## src/hdl/acsd_div.sv

```systemverilog
module acsd_div #(
    parameter int COUNT_BITS  = 16,
    parameter int SAMPLE_BITS = 10
) (
    input  logic                              i_clk,
    input  logic                              i_rst_n,
    input  logic                              i_start,
    input  logic [COUNT_BITS+SAMPLE_BITS-1:0] i_dividend,
    input  logic [COUNT_BITS-1:0]             i_divisor,
    output logic                              o_done,
    output logic [SAMPLE_BITS-1:0]            o_quot
);
    // Restoring divide; quotient fits SAMPLE_BITS since dividend < divisor << SAMPLE_BITS.
    localparam int CNT_W = $clog2(SAMPLE_BITS + 1);

    logic [COUNT_BITS-1:0]  r_rem;
    logic [SAMPLE_BITS-1:0] r_low;
    logic [COUNT_BITS-1:0]  r_den;
    logic [CNT_W-1:0]       r_cnt;
    logic                   r_busy;
    logic                   r_done;

    logic [COUNT_BITS:0]    trial;
    logic [COUNT_BITS:0]    shifted;
    logic                   qbit;

    always_comb begin
        shifted = {r_rem, r_low[SAMPLE_BITS-1]};
        trial   = shifted - {1'b0, r_den};
        qbit    = ~trial[COUNT_BITS];
    end

    always_ff @(posedge i_clk) begin
        if (!i_rst_n) begin
            r_busy <= 1'b0;
            r_done <= 1'b0;
            r_cnt  <= '0;
        end else begin
            r_done <= 1'b0;
            if (i_start) begin
                r_busy <= 1'b1;
                r_cnt  <= CNT_W'(SAMPLE_BITS);
            end else if (r_busy) begin
                r_cnt <= r_cnt - CNT_W'(1);
                if (r_cnt == CNT_W'(1)) begin
                    r_busy <= 1'b0;
                    r_done <= 1'b1;
                end
            end
        end
    end

    always_ff @(posedge i_clk) begin
        if (i_start) begin
            r_rem <= i_dividend[COUNT_BITS+SAMPLE_BITS-1:SAMPLE_BITS];
            r_low <= i_dividend[SAMPLE_BITS-1:0];
            r_den <= i_divisor;
        end else if (r_busy) begin
            r_rem <= qbit ? trial[COUNT_BITS-1:0] : shifted[COUNT_BITS-1:0];
            r_low <= {r_low[SAMPLE_BITS-2:0], qbit};
        end
    end

    assign o_done = r_done;
    assign o_quot = r_low;

endmodule

```

## config.mk

```make
export PLATFORM = sky130hd
export DESIGN_NAME = acsd_div
export DESIGN_NICKNAME = d
export VERILOG_FILES = /design/src/hdl/acsd_div.sv
export SDC_FILE = /design/constraint.sdc
export NUM_CORES = 1
export LEC_CHECK = 0
export BUFFER_PORTS_ARGS = -buffer_cell sky130_fd_sc_hd__buf_2
export CORE_ASPECT_RATIO = 1.5
export CORE_MARGIN = 2
export CORE_UTILIZATION = 52
export CTS_CLUSTER_DIAMETER = 40
export CTS_CLUSTER_SIZE = 30
export DETAILED_ROUTE_END_ITERATION = 8
export PLACE_DENSITY = 0.77
export SETUP_SLACK_MARGIN = 0.15
export SYNTH_ARGS = -nofsm -noshare
export SYNTH_HDL_FRONTEND = slang
export SYNTH_SLANG_ARGS = --single-unit
```

## constraint.sdc

```tcl
create_clock -name i_clk -period 2.4 [get_ports i_clk]
set_clock_uncertainty 0.05 [all_clocks]
set_input_delay 0.48 -clock i_clk [delete_from_list [all_inputs] [get_ports i_clk]]
set_output_delay 0.48 -clock i_clk [all_outputs]
set_load 0.02 [all_outputs]
```

==> results of run 1 <==
[synthesized netlist by cell type, types with 8 or more instances]
cell type / instances
nand3_1: 24
and2_1: 9
nor2_1: 16
mux2_2: 10
mux2i_1: 8
edfxtp_1: 42
nor3_1: 24
clkbuf_1: 8
inv_1: 21
ha_1: 18
a21oi_1: 12
a211oi_1: 16
nand4_1: 16
nand2_1: 31
o21ai_0: 10
[stage by stage]
stage | util | cell area [um2]
finish | 0.7029 | 4591
global route | 0.7029 | 4591
CTS | 0.6810 | 4448
detailed placement | 0.6515 | 4255
global placement | 0.6515 | 4255
floorplan | - | 3546
[area by class of cell]
type                            count  area [um2]  share of cell area
Clock buffer                        6       93.84             0.02044
Sequential cell                    48        1381              0.3009
Timing Repair Buffer              121       810.8              0.1766
Multi-Input combinational cell    277        2116              0.4609
Tap cell                           76       95.09             0.02071
Clock inverter                      2       11.26            0.002453
Inverter                           22       82.58             0.01799
[path summary, 6_finish.rpt]
| path | from | to | slack, ps |
|---|---|---|---|
| worst max-delay path | o_quot[9] | r_rem[11] | -210 |
| worst min-delay path | i_divisor[15] | r_den[15] | 270 |
| worst max register to register | o_quot[9] | r_rem[11] | -210 |
| worst min register to register | r_cnt[2] | r_cnt[2] | 520 |
[worst reg2reg max path: cells and delay by family, from the launching register on]
| kind | cells | cell delay [ps] |
|---|---|---|
| AOI/OAI and AO/OA | 3 | 780 |
| and+or+nand+nor | 3 | 530 |
| buffers and inverters | 2 | 250 |
| DFF | 1 | 410 |
| adders and majority gates | 2 | 340 |
[cells in the final DEF, fill, tap and decap left out, types with 3 or more instances in the layout]
| cell | count |
|---|---|
| a211oi_1 | 10 |
| a211oi_2 | 6 |
| a21o_1 | 6 |
| a21oi_1 | 8 |
| a21oi_2 | 4 |
| a221oi_2 | 4 |
| a31oi_1 | 3 |
| and2_1 | 9 |
| buf_2 | 55 |
| buf_4 | 61 |
| clkbuf_8 | 5 |
| dfxtp_1 | 6 |
| edfxtp_1 | 42 |
| ha_1 | 16 |
| inv_1 | 20 |
| mux2_2 | 10 |
| mux2i_1 | 5 |
| nand2_1 | 31 |
| nand2b_1 | 3 |
| nand3_1 | 24 |
| nand4_1 | 16 |
| nor2_1 | 15 |
| nor2b_1 | 4 |
| nor3_1 | 22 |
| o21a_1 | 7 |
| o21ai_0 | 8 |
| or3_1 | 4 |
| xor2_1 | 4 |
[registers in the layout, indices dropped and copies added, names as in the netlist]
name	count
r_cnt	4
o_quot	10
r_busy	1
r_den	16
o_done	1
r_rem	16
[power breakdown]
group          internal (mW)  switching, mW  total [mW]
logic                   1.54           1.78        3.32
registers               1.14          0.120        1.26
clock network          0.268          0.300       0.568
total                   2.94           2.20        5.14
[metal layers]
layer / routed length [um] / global-route usage
met1: 3788 / 0.3083
met2: 5006 / 0.4385
met3: 531 / 0.04436
met4: 461 / 0.1078
met5: 0 / 0
[kinds of logic after synthesis]
kind of cell,after synthesis,synth area share
flip-flops,48,0.3922
AND/OR/NAND/NOR,146,0.2139
XOR/XNOR,6,0.01492
multiplexers,18,0.05471
AO/OA/AOI/OAI,86,0.1947
adder cells (fa/ha/maj),19,0.06963
buffers and inverters,45,0.06003
[timing repair]
| action | CTS | global route |
|---|---|---|
| pin swaps | 2 | 0 |
| setup endpoints to repair | 17 | 17 |
| buffers inserted | 1 | 6 |
| resized for setup | 18 | 15 |
| gates cloned | 0 | 2 |
==> results.yml, run 1 <==
worst_setup_path:
  cp_data_arrival_time_ps: 2630
  crit_buf_inv: 2
  worstSetupPathType: "reg2reg"
  slowest_stage: "edfxtp_1"
  crit_family: "compound AO/OA/AOI/OAI gates"
  crit_chain: "inv_2 > ha_4 > fa_2 > and2b_2 > o31ai_4 > nand3_4 > buf_4 > a21o_4 > a311oi_2 > nand3_1"
  cp-end-kind: "flip-flop"
  reg2reg_depth: 10
  cp_max_fo: 4
  max_stage_delay_ps: 410
  worst-path-stages: 10
  worst_setup_path_start_kind: "flip-flop"
  crit_required_ps: 2410
logic_synthesis:
  synth_top_area_cell: "edfxtp_1"
  async_flop_share: 0
  ys_ff_latch: 48
  ys_types: 62
  syn_inst: 368
  synth_area_leaders: "edfxtp_1 36%, ha_1 6.4%, dfxtp_1 3.4%"
  synth_edf_count: 42
  syn_avg_cell_area_um2: 9.571
  syn_area_um2: 3522
  synth_flop_cell: "edfxtp_1"
  synth.net_count: 432
  synth_top_area_frac: 0.3581
  yosys_warnings: 0
  synth_seq_area_share: 0.3922
detailed_routing:
  drtIter0Drc: 374
  vias: 3376
  drcViolationCount: 0
  wire_per_inst_um: 17.73
  viasPerCell: 6.116
  ant_nets: 0
  dr.pass1.iters: 6
  drt-total-wl_mm: 9.787
timing:
  slew_headroom: 0.4758
  period_share: 1.089
  tightest_slew_ps: 785.4
  rsz0062_at_grt: "true"
  setup_tns_ps: -1701
  holdWs_ps: 271.3
  fmax_mhz: 382.7
  postLayoutSetupSlackWorst_ps: -212.9
  min_period_ps: 2613
  final-setup-viol-count: 16
  drv_slew: 0
  hold_viol: 0
final_layout:
  antenna_cells: 0
  synthToLayoutAreaGrowth_pct: 30.34
  final_layout_size_suffix_gt1_frac: 0.3845
  layout.nets: 539
  fin_cells: 552
  fillerInstances: 462
clock_network:
  clk_path_buf_depth: 2
  cts_root_buf: "clkbuf_8"
  hold_buffers: 0
  cts_tree: "built"
  numCtsBuffers: 5
  cts_max_level: 2
  clkTransAtPathRegs_ps: 100
  cts_num_sinks: 48
  clk-insertion-delay-late_ps: 330
job:
  maxCapViolCount: 0
die:
  core_um2: 6531
  rows: 36
  die_w_um: 71.20
  start_util: 0.5393
  io_pins: 56
  fp.dieArea_um2: 7461
  die_height_um: 104.8
pwr:
  p_per_area_nw_per_um2: 1119
  peakVddDrop_mv: 0.6035
  p_total_mw: 5.138
  power.leakage_nw: 1.963
placed_design:
  io_buffers: 55
  place_congestion: 0.8792
  pre_cts_ws_ps: -140.8
  place_inst: 535
  dp_hpwl_mm: 7.024
global_route:
  globalRouteOverflowTotal: 0
  antenna_found_initial: 0
  grt_start_max_net_pins: 34
  grt_pass1_vias: 3342
  grt_pass1_wl_mm: 15.18
  grt_usage: 0.2553
worst_hold_path:
  hold_path.class: "in2reg"
  whs_path_depth: 1
outcome:
  violations: "negative setup slack"
  status: "complete, but fails checks"
Note: power is estimated with default switching activity, not from simulation.
==> run 2, diff against run 1 <==
==> config.mk (replaced) <==
export PLATFORM = sky130hd
export DESIGN_NAME = acsd_div
export DESIGN_NICKNAME = d
export VERILOG_FILES = /design/src/hdl/acsd_div.sv
export SDC_FILE = /design/constraint.sdc
export NUM_CORES = 1
export LEC_CHECK = 0
export CORE_ASPECT_RATIO = 1.5
export CORE_MARGIN = 2
export CORE_UTILIZATION = 55
export CTS_CLUSTER_DIAMETER = 40
export CTS_CLUSTER_SIZE = 30
export DETAILED_ROUTE_END_ITERATION = 8
export DONT_BUFFER_PORTS = 1
export PLACE_DENSITY = 0.73
export SETUP_SLACK_MARGIN = 0.15
export SYNTH_ARGS = -nofsm -noshare
export SYNTH_HDL_FRONTEND = slang
export SYNTH_SLANG_ARGS = --single-unit
==> run 2 against run 1 <==
Net effect:
- the run still ends with negative setup slack left
- critical path depth is the same
- largest power group unchanged
- clock power shrank 8.6%
- final cell count shrank 11%
- maximum frequency grew 3.6%
- critical endpoint is now r_rem[2]
- sequential share of layout area grew 2.4 points
- register-to-register slack gained 90 ps
- count of clock-buffer cells in the layout is the same
- power shrank 4.2%
==> results.yml, run 2 (same netlist as run 1, synthesis figures left out) <==
worst_setup_path:
  max_stage_delay_ps: 410
  cp_max_fo: 11
  crit_end: "r_rem[2]"
  slowest_stage: "edfxtp_1"
  crit_required_ps: 2400
  worst-path-stages: 10
  worstSetupPathType: "reg2reg"
  worstSetupStartpoint: "o_quot[9]"
  crit_family: "simple AND/OR/NAND/NOR gates"
  reg2reg_depth: 10
  rrSetupSlack_ps: -120
  cp-end-kind: "flip-flop"
  crit_buf_inv: 2
  crit_chain: "inv_2 > ha_4 > fa_2 > and2b_2 > o31ai_4 > nand3_4 > a21oi_4 > buf_12 > mux2i_2 > nand4_1"
  worst_setup_path_start_kind: "flip-flop"
  r2r-end: "r_rem[2]"
  r2r_start: "o_quot[9]"
  cp_data_arrival_time_ps: 2520
die:
  core_um2: 6175
  start_util: 0.5704
  fp.dieArea_um2: 7073
  io_pins: 56
  die_w_um: 69.34
  die_height_um: 102.0
  rows: 35
job:
  maxCapViolCount: 0
placed_design:
  place_congestion: 0.9994
  pre_cts_ws_ps: -155.7
  io_buffers: 0
  dp_hpwl_mm: 6.463
global_route:
  grt_usage: 0.2585
  antenna_found_initial: 0
  grt_pass1_vias: 3090
  grt_start_max_net_pins: 60
  grt_pass1_wl_mm: 14.55
  globalRouteOverflowTotal: 0
timing:
  final-setup-viol-count: 13
  slew_headroom: 0.5514
  postLayoutSetupSlackWorst_ps: -121.4
  period_share: 1.051
  fmax_mhz: 396.6
  min_period_ps: 2521
  drv_slew: 0
  tightest_slew_ps: 672.9
  hold_viol: 0
  rsz0062_at_grt: "true"
clock_network:
  cts_tree: "built"
  clk-insertion-delay-late_ps: 310
  cts_root_buf: "clkbuf_8"
  cts_num_sinks: 48
  clkTransAtPathRegs_ps: 100
  clk_path_buf_depth: 2
  cts_max_level: 2
  numCtsBuffers: 5
worst_hold_path:
  hold_path.class: "in2reg"
  whs_path_depth: 0
final_layout:
  layout_commonest_cell: "buf_4"
  regArea_um2: 1381
  layout.nets: 483
  fillerInstances: 474
  antenna_cells: 0
  synthToLayoutAreaGrowth_pct: 20.82
  layout_common_cells: "63 x buf_4, 42 x edfxtp_1, 31 x nand2_1"
  multiInputGateArea_um2: 2088
  final_layout_size_suffix_gt1_frac: 0.2857
outcome:
  violations: "negative setup slack"
  status: "complete, but fails checks"
detailed_routing:
  dr.pass1.iters: 4
  drt-total-wl_mm: 9.070
  ant_nets: 0
  drtIter0Drc: 247
  drcViolationCount: 0
  viasPerCell: 6.342
  vias: 3133
  wire_per_inst_um: 18.36
pwr:
  peakVddDrop_mv: 0.7589
  p_per_area_nw_per_um2: 1157
  p_total_mw: 4.924
  power.leakage_nw: 1.727
run 2: per-stage QoR:
step / util / hold slack (ps) / area [um2] / instances / setup TNS (ps)
2_1_floorplan: - / 451.8 / 3546 / 368 / -3453
3_3_place_gp: 0.6421 / 477.1 / 3965 / 478 / -1217
3_5_place_dp: 0.6421 / 502.7 / 3965 / 478 / -1670
4_1_cts: 0.6827 / 209.3 / 4215 / 494 / -665.4
5_1_grt: 0.6892 / 200.0 / 4255 / 494 / -2687
6_report: 0.6892 / 211.5 / 4255 / 494 / -802.1
run 2: where the power goes:
group | total (mW) | internal (mW) | switching [mW]
Clock | 0.519 | 0.235 | 0.283
Combinational | 3.10 | 1.46 | 1.64
Sequential | 1.31 | 1.14 | 0.171
Total | 4.92 | 2.83 | 2.09
run 2: worst min path at each step:
stage | from | to
4_1_cts | i_divisor[14] | r_den[14]
3_3_place_gp | r_cnt[2] | r_cnt[2]
6_report | i_divisor[14] | r_den[14]
3_5_place_dp | r_cnt[2] | r_cnt[2]
2_1_floorplan | r_cnt[2] | r_cnt[2]
5_1_grt | i_divisor[4] | r_den[4]
run 2: final cells by class:
type | instances | area share
clock buffer | 6 | 0.01941
sequential | 48 | 0.3246
timing repair buffer | 66 | 0.1211
clock inverter | 2 | 0.002940
multi-input combinational | 276 | 0.4907
tap | 74 | 0.02176
inverter | 22 | 0.01941
run 2: per-layer routing:
layer,track usage,up-vias,routed length [um]
met3,0.04931,22,603
met1,0.3017,1469,3596
met2,0.4697,142,4655
li1,-,1500,-
met4,0.1011,0,214
met5,0,-,0
run 2: what timing repair did:
item	CTS	global route
gates cloned	1	0
hold buffers	0	0
setup endpoints to repair	17	17
resized for setup	14	9
pin swaps	6	1
buffers inserted	7	0
==> run 3, diff against run 2 <==
--- a/config.mk
+++ b/config.mk
@@ -6,7 +6,6 @@
 export NUM_CORES = 1
 export LEC_CHECK = 0
 export CORE_ASPECT_RATIO = 1.5
-export CORE_MARGIN = 2
 export CORE_UTILIZATION = 55
 export CTS_CLUSTER_DIAMETER = 40
 export CTS_CLUSTER_SIZE = 30
==> run 3 against run 2 <==
Net effect:
- critical path type unchanged
- utilization grew 1.2 points
- non-clock buffer count grew 11
- sequential cell count is the same
- the run still ends with negative setup slack left
- first-iteration DRC count grew 11%
- critical endpoint is now r_rem[14]
- register-to-register slack lost 20 ps
==> results.yml, run 3 (same netlist as run 1, synthesis figures left out) <==
timing:
  tightest_slew_ps: 675.0
  drv_slew: 0
  period_share: 1.058
  final-setup-viol-count: 15
  fmax_mhz: 393.9
  hold_viol: 0
  postLayoutSetupSlackWorst_ps: -138.6
  min_period_ps: 2539
  rsz0062_at_grt: "true"
  slew_headroom: 0.5500
clock_network:
  cts_num_sinks: 48
  cts_root_buf: "clkbuf_8"
  cts_max_level: 2
  hold_buffers: 0
  clk_path_buf_depth: 2
  cts_tree: "built"
  numCtsBuffers: 5
  clk-insertion-delay-late_ps: 310
  clkTransAtPathRegs_ps: 100
pwr:
  p_per_area_nw_per_um2: 1159
  peakVddDrop_mv: 0.5820
  pwr-share-clk: 0.122
  power.leakage_nw: 1.785
  p_sw_frac: 0.4116
  intPower_mw: 2.955
  p_comb_frac: 0.621
  switching_power_mw: 2.067
  seqPwrFrac: 0.258
global_route:
  globalRouteOverflowTotal: 0
  grt_pass1_wl_mm: 14.42
  grt_usage: 0.2837
  antenna_found_initial: 0
  grt_pass1_vias: 3069
  grt_start_max_net_pins: 60
die:
  die_height_um: 100.0
  rows: 35
  fp.dieArea_um2: 6735
  io_pins: 56
  die_w_um: 67.34
  core_um2: 6175
  start_util: 0.5704
final_layout:
  final_layout_size_suffix_gt1_frac: 0.2977
  layout_common_cells: "73 x buf_4, 42 x edfxtp_1, 31 x nand2_1"
  fin_area_um2: 4332
  synthToLayoutAreaGrowth_pct: 22.98
  layout.nets: 493
  antenna_cells: 0
  layout_commonest_cell: "buf_4"
detailed_routing:
  wire_per_inst_um: 17.97
  drtIter0Drc: 274
  dr.pass1.iters: 5
  vias: 3198
  drcViolationCount: 0
  drt-total-wl_mm: 9.058
  viasPerCell: 6.345
  ant_nets: 0
worst_setup_path:
  r2r_start: "o_quot[9]"
  crit_required_ps: 2540
  cp_max_fo: 16
  cp-end-kind: "flip-flop"
  worstSetupPathType: "reg2reg"
  worst_setup_path_start_kind: "flip-flop"
  worstSetupStartpoint: "o_quot[9]"
  cp_data_arrival_time_ps: 2680
outcome:
  status: "complete, but fails checks"
  violations: "negative setup slack"
worst_hold_path:
  holdCritStartpoint: "i_divisor[15]"
  hold_path.class: "in2reg"
job:
  maxCapViolCount: 0
placed_design:
  place_congestion: 0.9677
  placed_area_um2: 4010
  io_buffers: 0
  dp_hpwl_mm: 6.579
  pre_cts_ws_ps: -199.0
run 3: cell count changes in the layout (fill, tap and decap cells not counted), sizes merged:
cell	delta
buf	+11
clkbuf	+2
inv	-2
a21o	-1
run 3: area by class of cell:
class	instances	area [um2]
Inverter	22	82.58
Timing Repair Buffer	77	601.8
Tap cell	74	92.59
Multi-Input combinational cell	275	2052
Clock buffer	8	121.4
Fill cell	476	1843
Sequential cell	48	1381
run 3: worst max-delay path: stages (launching register included):
cell and delay, ps:
edfxtp_1 410, inv_2 100, ha_4 140, fa_2 200, and2b_2 240, o31ai_4 280
nand3_4 140, a21o_4 300, a221oi_1 340, o311a_1 220
run 3: through the flow:
stage / util / hold slack, ps / power (mW) / TNS (ps) / cells
after CTS: 0.6877 / 203.2 / 4.873 / -931.3 / 501
after global routing: 0.7015 / 200.3 / 5.335 / -2823 / 504
after global placement: 0.6494 / 478.1 / 4.032 / -1204 / 484
final: 0.7015 / 208.2 / 5.022 / -973.6 / 504
after detailed placement: 0.6494 / 504.4 / 4.092 / -1972 / 484
after floorplan: - / 451.8 / 3.094 / -3453 / 368
run 3: final timing paths:
check              endpoint  slack, ps  cells past startpoint
setup / recovery  r_rem[14]       -140                      9
hold / removal    r_den[15]        210                      0
setup reg to reg  r_rem[14]       -140                      9
hold reg to reg      o_done        510                      2
run 3: what timing repair did:
action                                  4_1_cts  5_1_grt
endpoints found under the setup margin       17       17
resized for setup                             8       13
buffers inserted                              9        3
cloned                                        0        0
pin swaps                                    10        7
run 3: power groups by stage:
stage / clock network [mW] / registers, mW / logic (mW)
after floorplan: 0 / 1.26 / 1.83
after global placement: 0 / 1.30 / 2.73
after detailed placement: 0 / 1.31 / 2.79
after CTS: 0.616 / 1.29 / 2.97
after global routing: 0.645 / 1.32 / 3.37
final: 0.610 / 1.30 / 3.12
run 3: metal layers:
layer  wire length (um)  GRT usage  share of wire  up-vias
met5                  0          0              0        -
met4                214     0.1031          0.024        0
met3                482    0.04205          0.053       23
met2               4633     0.4777           0.51      135
met1               3729     0.3604           0.41     1521
li1                   -          -              -     1519
